$ cat src/rtl/tdud_pkg.sv
// Shared types, constants and bit-shuffle functions for the teletext data unit demux.
package tdud_pkg;

  localparam int UNIT_LEN   = 46;
  localparam int POS_W      = 6;
  localparam int FIFO_DEPTH = 4;

  localparam logic [POS_W-1:0] POS_ID       = 6'd0;
  localparam logic [POS_W-1:0] POS_LEN      = 6'd1;
  localparam logic [POS_W-1:0] PACKET_START = 6'd4;
  localparam logic [POS_W-1:0] ADDR2_POS    = 6'd5;
  localparam logic [POS_W-1:0] LAST_POS     = 6'(UNIT_LEN - 1);

  localparam logic [7:0] ID_A     = 8'h02;
  localparam logic [7:0] ID_B     = 8'h03;
  localparam logic [7:0] LEN_CODE = 8'h2C;
  localparam logic [2:0] MAG_MASK = 3'h7;

  typedef struct packed {
    logic [7:0] packet_byte;
    logic [2:0] magazine;
    logic [4:0] packet_row;
    logic       last_byte;
  } res_t;

  // Up to two results per input item, r0 goes out first.
  typedef struct packed {
    logic [1:0] cnt;
    res_t       r0;
    res_t       r1;
  } push_t;

  function automatic logic [7:0] bit_rev(input logic [7:0] v);
    logic [7:0] r;
    for (int i = 0; i < 8; i++) begin
      r[7-i] = v[i];
    end
    return r;
  endfunction

  // Hamming 8/4 data bits, no correction.
  function automatic logic [3:0] ham84_data(input logic [7:0] v);
    return {v[7], v[5], v[3], v[1]};
  endfunction

endpackage

$ cat src/rtl/tdud_parse.sv
// Input register, unit framing counter and per-byte decode into result items.
module tdud_parse (
  input  logic             clk,
  input  logic             rst_n,
  input  logic             in_valid,
  input  logic [7:0]       in_stream_byte,
  output logic             in_stall,
  input  logic             room,
  output tdud_pkg::push_t  push
);

  logic                        stg_vld_r;
  logic [7:0]                  stg_byte_r;
  logic [tdud_pkg::POS_W-1:0]  pos_r, pos_nxt;
  logic                        acc_r, acc_nxt;
  logic [7:0]                  held_r;
  logic [7:0]                  mr_r;
  logic                        load, fire;
  logic [7:0]                  rev;
  logic [7:0]                  mr_new;
  logic                        in_packet;

  assign in_stall = stg_vld_r & ~room;
  assign load     = ~in_stall;
  assign fire     = stg_vld_r & room;

  assign rev       = tdud_pkg::bit_rev(stg_byte_r);
  assign mr_new    = {tdud_pkg::ham84_data(rev), tdud_pkg::ham84_data(held_r)};
  assign in_packet = acc_r && (pos_r >= tdud_pkg::PACKET_START);

  always_comb begin
    pos_nxt = (pos_r == tdud_pkg::LAST_POS) ? '0 : pos_r + 1'b1;
    acc_nxt = acc_r;
    if (pos_r == tdud_pkg::POS_ID) begin
      acc_nxt = (stg_byte_r == tdud_pkg::ID_A) || (stg_byte_r == tdud_pkg::ID_B);
    end else if (pos_r == tdud_pkg::POS_LEN) begin
      acc_nxt = acc_r && (stg_byte_r == tdud_pkg::LEN_CODE);
    end
  end

  always_comb begin
    push = '0;
    push.r0.packet_byte = rev;
    push.r0.magazine    = mr_r[2:0] & tdud_pkg::MAG_MASK;
    push.r0.packet_row  = mr_r[7:3];
    push.r0.last_byte   = (pos_r == tdud_pkg::LAST_POS);
    push.r1             = push.r0;
    if (fire && in_packet) begin
      if (pos_r == tdud_pkg::ADDR2_POS) begin
        // both address bytes leave together, tagged with the fresh address
        push.cnt            = 2'd2;
        push.r0.packet_byte = held_r;
        push.r0.magazine    = mr_new[2:0] & tdud_pkg::MAG_MASK;
        push.r0.packet_row  = mr_new[7:3];
        push.r0.last_byte   = 1'b0;
        push.r1.packet_byte = rev;
        push.r1.magazine    = push.r0.magazine;
        push.r1.packet_row  = push.r0.packet_row;
        push.r1.last_byte   = 1'b0;
      end else if (pos_r != tdud_pkg::PACKET_START) begin
        push.cnt = 2'd1;
      end
    end
  end

  always_ff @(posedge clk) begin
    if (!rst_n) begin
      stg_vld_r <= 1'b0;
      pos_r     <= '0;
      acc_r     <= 1'b0;
    end else begin
      if (load) begin
        stg_vld_r <= in_valid;
      end
      if (fire) begin
        pos_r <= pos_nxt;
        acc_r <= acc_nxt;
      end
    end
  end

  always_ff @(posedge clk) begin
    if (load && in_valid) begin
      stg_byte_r <= in_stream_byte;
    end
    if (fire && in_packet && pos_r == tdud_pkg::PACKET_START) begin
      held_r <= rev;
    end
    if (fire && in_packet && pos_r == tdud_pkg::ADDR2_POS) begin
      mr_r <= mr_new;
    end
  end

  a_pos_range: assert property (@(posedge clk) disable iff (!rst_n)
    pos_r <= tdud_pkg::LAST_POS)
    else $error("unit position out of range");

  a_pair_pos: assert property (@(posedge clk) disable iff (!rst_n)
    push.cnt == 2'd2 |-> pos_r == tdud_pkg::ADDR2_POS && fire)
    else $error("address pair pushed outside second address byte");

  a_push_kept: assert property (@(posedge clk) disable iff (!rst_n)
    push.cnt != 2'd0 |-> acc_r && pos_r > tdud_pkg::PACKET_START && push.cnt != 2'd3)
    else $error("result pushed from rejected unit or header");

endmodule

$ cat src/rtl/tdud_fifo.sv
// Result queue: takes up to two items per cycle, hands out one per cycle while out_stall is low.
module tdud_fifo #(
  parameter int DEPTH = tdud_pkg::FIFO_DEPTH
) (
  input  logic            clk,
  input  logic            rst_n,
  input  tdud_pkg::push_t push,
  output logic            room,
  output logic            out_valid,
  input  logic            out_stall,
  output tdud_pkg::res_t  out_res
);

  localparam int PTR_W = (DEPTH > 1) ? $clog2(DEPTH) : 1;
  localparam int CNT_W = $clog2(DEPTH + 1);

  tdud_pkg::res_t     mem_r [DEPTH];
  logic [PTR_W-1:0]   wr_ptr_r, rd_ptr_r;
  logic [PTR_W-1:0]   wr1, wr2, rd1;
  logic [CNT_W-1:0]   cnt_r, cnt_nxt;
  logic               pop;

  assign out_valid = (cnt_r != '0);
  assign out_res   = mem_r[rd_ptr_r];
  assign pop       = out_valid & ~out_stall;

  // two free slots after this cycle's pop
  assign room = (cnt_r - CNT_W'(pop)) <= CNT_W'(DEPTH - 2);

  assign wr1 = (wr_ptr_r == PTR_W'(DEPTH - 1)) ? '0 : wr_ptr_r + 1'b1;
  assign wr2 = (wr1 == PTR_W'(DEPTH - 1)) ? '0 : wr1 + 1'b1;
  assign rd1 = (rd_ptr_r == PTR_W'(DEPTH - 1)) ? '0 : rd_ptr_r + 1'b1;

  assign cnt_nxt = cnt_r + CNT_W'(push.cnt) - CNT_W'(pop);

  always_ff @(posedge clk) begin
    if (!rst_n) begin
      wr_ptr_r <= '0;
      rd_ptr_r <= '0;
      cnt_r    <= '0;
    end else begin
      cnt_r <= cnt_nxt;
      if (pop) begin
        rd_ptr_r <= rd1;
      end
      unique case (push.cnt)
        2'd1:    wr_ptr_r <= wr1;
        2'd2:    wr_ptr_r <= wr2;
        default: wr_ptr_r <= wr_ptr_r;
      endcase
    end
  end

  always_ff @(posedge clk) begin
    if (push.cnt != 2'd0) begin
      mem_r[wr_ptr_r] <= push.r0;
    end
    if (push.cnt == 2'd2) begin
      mem_r[wr1] <= push.r1;
    end
  end

  a_no_overflow: assert property (@(posedge clk) disable iff (!rst_n)
    cnt_r <= CNT_W'(DEPTH))
    else $error("result queue overflow");

  a_push_room: assert property (@(posedge clk) disable iff (!rst_n)
    (cnt_r == '0 && push.cnt != 2'd0) |=> out_valid)
    else $error("pushed item not presented");

  a_pop_count: assert property (@(posedge clk) disable iff (!rst_n)
    (pop && push.cnt == 2'd0) |=> cnt_r == $past(cnt_r) - 1'b1)
    else $error("queue count wrong after pop");

endmodule

$ cat src/rtl/teletext_data_unit_demux_unit.sv
// Top level of the teletext data unit demux.
//
// Input channel (in_*): one raw byte per item of a stream cut into 46-byte
// data units. Framing is purely positional from reset: byte 0 is the unit id,
// byte 1 the length, bytes 2-3 are skipped, bytes 4..45 are the packet.
// A unit is kept when its id is 0x02 or 0x03 and its length is 0x2C.
// Result channel (out_*): each packet byte of a kept unit, bit-reversed and
// tagged with magazine (0 means 8) and packet row taken from the two Hamming
// 8/4 address bytes without correction. The first address byte is held; both
// come out back to back once the second arrives. out_last_byte marks byte 45.
// An accepted byte waits in the input register until the result queue has
// room for two more items, is then written into the queue and is shown on
// out_* once it reaches the queue's head. Throughput: one byte per cycle
// while out_stall is low, bounded by the result port's one item per cycle;
// a kept unit gives 42 results for 46 bytes; the queue drains between units.
// Reset (rst_n low, synchronous) empties the queue and restarts framing at a
// unit's id byte. When out_stall is held the queue fills; once it cannot
// take two more items the input register holds and in_stall rises.
module teletext_data_unit_demux_unit #(
  parameter int FIFO_DEPTH = tdud_pkg::FIFO_DEPTH
) (
  input  logic       clk,
  input  logic       rst_n,
  input  logic       in_valid,
  input  logic [7:0] in_stream_byte,
  output logic       in_stall,
  output logic       out_valid,
  input  logic       out_stall,
  output logic [7:0] out_packet_byte,
  output logic [2:0] out_magazine,
  output logic [4:0] out_packet_row,
  output logic       out_last_byte
);

  tdud_pkg::push_t push;
  tdud_pkg::res_t  res;
  logic            room;

  // Framing, address decode and input register.
  tdud_parse u_parse (
    .clk            (clk),
    .rst_n          (rst_n),
    .in_valid       (in_valid),
    .in_stream_byte (in_stream_byte),
    .in_stall       (in_stall),
    .room           (room),
    .push           (push)
  );

  // Result queue; absorbs the two-item burst of the address pair.
  tdud_fifo #(
    .DEPTH (FIFO_DEPTH)
  ) u_fifo (
    .clk       (clk),
    .rst_n     (rst_n),
    .push      (push),
    .room      (room),
    .out_valid (out_valid),
    .out_stall (out_stall),
    .out_res   (res)
  );

  assign out_packet_byte = res.packet_byte;
  assign out_magazine    = res.magazine;
  assign out_packet_row  = res.packet_row;
  assign out_last_byte   = res.last_byte;

endmodule

$ cat config.mk
export PLATFORM = sky130hd
export DESIGN_NAME = teletext_data_unit_demux_unit
export DESIGN_NICKNAME = d
export VERILOG_FILES = /design/src/rtl/tdud_pkg.sv /design/src/rtl/tdud_parse.sv /design/src/rtl/tdud_fifo.sv /design/src/rtl/teletext_data_unit_demux_unit.sv
export SDC_FILE = /design/constraint.sdc
export NUM_CORES = 1
export LEC_CHECK = 0
export BUFFER_PORTS_ARGS = -buffer_cell sky130_fd_sc_hd__buf_2
export CAP_MARGIN = 40
export CORE_MARGIN = 2
export CORE_UTILIZATION = 30
export DETAILED_ROUTE_END_ITERATION = 6
export GPL_TIMING_DRIVEN = 0
export PLACE_DENSITY = 0.46
export SLEW_MARGIN = 15
export SYNTH_ARGS = -nofsm -noshare
export SYNTH_HDL_FRONTEND = slang
export SYNTH_SLANG_ARGS = --single-unit
$ cat constraint.sdc
create_clock -name clk -period 4.54 [get_ports clk]
set_input_delay 0.908 -clock clk [delete_from_list [all_inputs] [get_ports clk]]
set_output_delay 0.908 -clock clk [all_outputs]
set_load 0.005 [all_outputs]
==> results of run 1 <==
==> final timing paths <==
| check | start | cells past startpoint | to | slack, ns |
|---|---|---|---|---|
| worst max-delay path | u_fifo.cnt_r[2]$_SDFF_PN0_ | 12 | u_fifo.mem_r[1][2]$_DFFE_PP_ | 0.40 |
| worst min-delay path | u_parse.acc_r$_SDFFE_PN0P_ | 2 | u_parse.acc_r$_SDFFE_PN0P_ | 0.51 |
| worst max register to register | u_fifo.cnt_r[2]$_SDFF_PN0_ | 12 | u_fifo.mem_r[1][2]$_DFFE_PP_ | 0.40 |
| worst min register to register | u_parse.acc_r$_SDFFE_PN0P_ | 2 | u_parse.acc_r$_SDFFE_PN0P_ | 0.51 |
==> through the flow <==
step,power [mW],setup WS [ns],TNS [ns],instances
final,2.45,0.396,0,560
after global routing,2.57,0.0366,0,560
after CTS,2.49,0.265,0,560
after detailed placement,1.65,-0.0185,-0.283,544
after global placement,1.63,-1.88,-120.96,539
after floorplan,1.50,0.0950,0,293
==> cell type report <==
class	count	area (µm²)
Sequential cell	109	3100
Timing Repair Buffer	35	203
Clock inverter	6	86.3
Buffer	7	28.8
Inverter	17	63.8
Clock buffer	10	229
Fill cell	1545	10200
Multi-Input combinational cell	160	1700
Tap cell	216	270
==> kinds of logic after synthesis <==
kind of cell | after synthesis | synth area share (%)
and+or+nand+nor | 54 | 7.70
adders and majority gates | 20 | 5.28
xor gates and xnor gates | 7 | 1.41
muxes | 61 | 17.9
DFF | 109 | 63.6
AOI/OAI and AO/OA | 18 | 2.18
buffers and inverters | 24 | 1.90
==> layout by cell type, fill, tap and decap left out, types with 3 or more instances in the layout <==
cell / synthesis / final
clkbuf_1: 4 / 5
and2_1: 5 / 5
mux2i_1: 4 / 4
a21oi_1: 4 / 4
mux4_2: 17 / 17
mux2_2: 8 / 8
ha_1: 19 / 19
or3_1: 4 / 4
o21ai_2: 0 / 3
nand2_1: 9 / 9
edfxtp_1: 92 / 92
o21ai_0: 9 / 5
inv_1: 17 / 17
xnor2_1: 4 / 4
buf_2: 2 / 32
nand4_1: 3 / 3
nor3b_4: 4 / 4
dfxtp_1: 17 / 17
clkbuf_16: 0 / 9
nor2_1: 8 / 8
mux2_1: 32 / 32
nor2b_1: 5 / 5
==> report_power, final <==
group | internal (mW) | total (mW) | switching (mW)
combinational | 0.229 | 0.444 | 0.215
sequential | 1.13 | 1.17 | 0.0408
clock | 0.484 | 0.841 | 0.357
total | 1.84 | 2.45 | 0.613
==> per-layer routing <==
metal,global-route usage (%),vias up,share of wire [%]
met4,4.89,0,1.6
met2,19.0,34,50
li1,-,1214,-
met1,15.8,1320,46
met5,0,-,0
met3,2.20,10,2.4
==> registers in the layout, indices dropped and copies added (netlist names), named ones only <==
signal,flops
u_parse.acc_r,1
u_fifo.wr_ptr_r,2
u_parse.held_r,8
u_fifo.cnt_r,3
u_parse.mr_r,8
u_parse.stg_vld_r,1
u_fifo.mem_r,68
u_fifo.rd_ptr_r,2
u_parse.stg_byte_r,8
u_parse.pos_r,6
==> worst max-delay path, delay by kind of cell, from the launching register on <==
family / cells / cell delay, ns
and+or+nand+nor: 5 / 1.53
DFF: 1 / 0.36
AOI/OAI and AO/OA: 1 / 0.51
buffers and inverters: 3 / 0.62
adders and majority gates: 3 / 0.80
==> impl_metrics.ini, run 1 <==
[outcome]
status = finished clean

[detailed_routing]
wl_per_cell_um = 17.1
vias = 2578
drt_iter0_markers = 129
ant_nets = 0
viasPerCell = 4.60
first_pass_iters = 4
finalWirelength_um = 9590
route.detailed.drc = 0

[clock_tree]
cts.clk_slew.worst_paths_ns = 0.07
cts_buffers = 9
root_buffer = clkbuf_16
cts.path.max_buffers = 2
htree_levels = 3
post_cts.repair.setup_buffers = 0
cts_resized = 0
tritoncts = done
cts.sinks = 109
clk_latency_ns = 0.35
cts_hold_buf = 0

[critical_path]
cp_common_cell = ha_1
worst_setup_path_end_kind = flop
startpoint_type = flop
cp_max_fo = 18
critPathSlowestCell = nor2_4
arrival_ns = 4.19
cp_cell_sequence = or3_1 > nor2b_1 > ha_1 > ha_1 > or2_2 > clkbuf_1 > nand4_4 > nor2_4 > inv_1 > ha_1 > o21ai_2 > buf_6
required_ns = 4.59
critPathKind = reg -> reg
critPathMaxStageDelay_ns = 0.54

[floorplan]
start_util_pct = 30.7
io_pins = 31
dieArea_um2 = 17300
fp.dieH_um = 132
rows = 46
die_w_um = 132
core_area_um2 = 15900

[synthesis]
syn_area_per_cell_um2 = 16.6
synthTopCellsByCount = 92 x edfxtp_1, 32 x mux2_1, 19 x ha_1
synth.top_cell.area_share_pct = 56.6
yosysSeqAreaShare_pct = 63.6
synthFlopType = edfxtp_1
ys_types = 41
synth_area_leaders = edfxtp_1 57%, mux4_2 7.9%, mux2_1 7.4%
synth_top_area_cell = edfxtp_1
netlist_instances = 293
synthesis.nets = 325
synth-edff-count = 92
synth_seq_cells = 109
async_flop_share_pct = 0
syn_area_um2 = 4880
yosysMostFrequentCell = edfxtp_1
yosysWarnings = 0

[timing]
rsz0062_at_grt = false
relSlewSlack_pct = 47.8
hold_viol = 0
holdWs_ns = 0.509
tightest_slew_ns = 0.784
finalMaxSlewViolations = 0
timing.fmax_mhz = 241
min_period_ns = 4.14
setup_viol = 0
fin_worst_skew_ns = 0.00681
min_period_over_period_pct = 91.3

[placement]
place_hpwl_um = 6430
place_congestion = 0.714
dpl_cell_area_um2 = 5370
port-buffer-count = 30

[final_layout]
area_delta_synth_final_pct = 16.6
drive_above_1_share_pct = 26.5
utilization_pct = 35.8
antenna_cells = 0
layout.nets = 371
design_area_um2 = 5690

[power_and_ir_drop]
power_density_nw_per_um2 = 431
peakVddDrop_mv = 0.179
power.leakage_nw = 1.91

[global_routing]
grt_pass1_wl_um = 15500
grt_max_degree = 19
grt.total_usage_pct = 11.8
first_global_vias = 2630
grt_antenna_before_repair = 0
grt-ovfl-total = 0

[hold_path]
hold_path.class = reg -> reg

[job]
maxCapViolCount = 0
(Power assumes the default switching activity.)
==> run 2, diff against run 1 <==
Settings changed: GPL_TIMING_DRIVEN 0 to not set, REMOVE_ABC_BUFFERS set to 1.
==> run 2 against run 1 <==
Critical path depth rose by 3. Design area decreased by 0.99%. Final cell count down 0.36%.
==> impl_metrics.ini, run 2 (synthesized netlist as in run 1, its figures left out) <==
[power_and_ir_drop]
total_power_mw = 2.34
power_density_nw_per_um2 = 416
power.leakage_nw = 1.89
peakVddDrop_mv = 0.209

[critical_path]
cp.depth = 15
critPathSlowestCell = or3_1
worst_setup_path_end_kind = flop
cp_max_fo = 5
cp_cell_sequence = or3_1 > nor2b_1 > ha_1 > ha_1 > xnor2_2 > nand3_1 > nor2_1 > nand2_1 > ha_1 > inv_1 > ha_1 > fa_1 > xnor2_1 > xnor2_1 > and2_1
startpoint_type = flop
crit_buf_inv = 1
r2r_slack_ns = 0.94
r2r-start = u_fifo.cnt_r[2]$_SDFF_PN0_
critPathKind = reg -> reg
critPathMaxStageDelay_ns = 0.39
arrival_ns = 3.85
r2r_end = u_fifo.cnt_r[2]$_SDFF_PN0_
cp_top_family = adder cells
r2r.worst_path.cells = 15
required_ns = 4.79
cp_common_cell = ha_1

[clock_tree]
tritoncts = done
cts_buffers = 9
root_buffer = clkbuf_16
cts.sinks = 109
cts_resized = 0
post_cts.repair.setup_buffers = 0
cts_hold_buf = 0
cts.clk_slew.worst_paths_ns = 0.07
clk_latency_ns = 0.35
htree_levels = 3
cts.path.max_buffers = 2

[floorplan]
start_util_pct = 30.7
core_area_um2 = 15900
io_pins = 31
fp.dieH_um = 132
rows = 46
die_w_um = 132
dieArea_um2 = 17300

[global_routing]
grt_max_degree = 19
grt.total_usage_pct = 11.6
first_global_vias = 2689
grt_antenna_before_repair = 0
grt-ovfl-total = 0
grt_pass1_wl_um = 15000

[final_layout]
layout.nets = 370
utilization_pct = 35.5
top_register = u_fifo.mem_r
fillers = 1546
area_delta_synth_final_pct = 15.5
largest_register_ffs = 68
drive_above_1_share_pct = 26.3
layoutNonFillerInstCount = 558
antenna_cells = 0
final_common_cell = edfxtp_1
design_area_um2 = 5630
mostFrequentLayoutCells = 92 x edfxtp_1, 32 x mux2_1, 30 x buf_2, 19 x ha_1

[timing]
tightest_slew_ns = 0.820
fin_worst_skew_ns = 0.00863
min_period_ns = 3.60
finalMaxSlewViolations = 0
tns_ns = 0
rsz0062_at_grt = false
holdWs_ns = 0.516
timing.fmax_mhz = 278
setup_viol = 0
min_period_over_period_pct = 79.3
relSlewSlack_pct = 45.1
setup_ws_ns = 0.939
hold_viol = 0

[placement]
port-buffer-count = 30
place_congestion = 0.737
dpl_cell_area_um2 = 5360
dp.cells = 543
place_hpwl_um = 6010
pre_cts_slack_ns = 0.566

[detailed_routing]
viasPerCell = 4.48
vias = 2501
wl_per_cell_um = 16.6
drt_iter0_markers = 126
finalWirelength_um = 9280
first_pass_iters = 4
dr_wl_met2_um = 4560
dr_wl_met3_um = 311
ant_nets = 0
route.detailed.drc = 0
drt-met1-wl_um = 4200
top_layer_used = met4

[hold_path]
hold_path.class = reg -> reg
hold-path-cell-count = 2
hold_end = u_parse.acc_r$_SDFFE_PN0P_
hold_start = u_parse.acc_r$_SDFFE_PN0P_

[job]
maxCapViolCount = 0

[outcome]
status = finished clean
## run 2: cell types whose count changed in the layout (fill, tap and decap cells not counted), moves of 3 or more
cell / change
o21ai_1: +4
clkbuf_1: -5
o21ai_2: -3
buf_4: +8
## run 2: where the power goes
group          switching (mW)  internal [mW]
clock network           0.366          0.375
registers              0.0487           1.13
logic                   0.199          0.225
total                   0.614           1.73
## run 2: worst reg2reg max path: cells and delay by family (launching register included)
family,cells,cell delay [ns]
xor gates and xnor gates,3,0.58
and+or+nand+nor,6,1.26
buffers and inverters,1,0.04
adders and majority gates,5,1.26
DFF,1,0.36
## run 2: cell type report
type / instances / area [µm²] / share of cell area, %
repair buffers: 41 / 240 / 4.27
flip-flops and latches: 109 / 3100 / 55.1
clock buffers: 9 / 225 / 4.00
multi-input cells: 160 / 1680 / 29.9
clock inverters: 6 / 47.5 / 0.844
well taps: 216 / 270 / 4.80
inverters: 17 / 63.8 / 1.13
## run 2: layer usage
metal | vias up | track usage, %
li1 | 1218 | -
met1 | 1234 | 14.2
met2 | 37 | 19.3
met3 | 12 | 3.74
met4 | 0 | 4.17
met5 | - | 0
## run 2: how the worst max path moves through the flow
stage                               endpoint  slack, ns                       start
3_5_place_dp   u_fifo.mem_r[3][13]$_DFFE_PP_       0.57                   out_stall
6_report          u_fifo.cnt_r[2]$_SDFF_PN0_       0.94  u_fifo.cnt_r[2]$_SDFF_PN0_
3_3_place_gp      u_fifo.cnt_r[2]$_SDFF_PN0_       0.62                   out_stall
4_1_cts           u_fifo.cnt_r[2]$_SDFF_PN0_       0.89  u_fifo.cnt_r[2]$_SDFF_PN0_
2_1_floorplan   u_fifo.mem_r[3][0]$_DFFE_PP_       0.13                   out_stall
5_1_grt        u_fifo.mem_r[2][15]$_DFFE_PP_       0.61  u_fifo.cnt_r[2]$_SDFF_PN0_
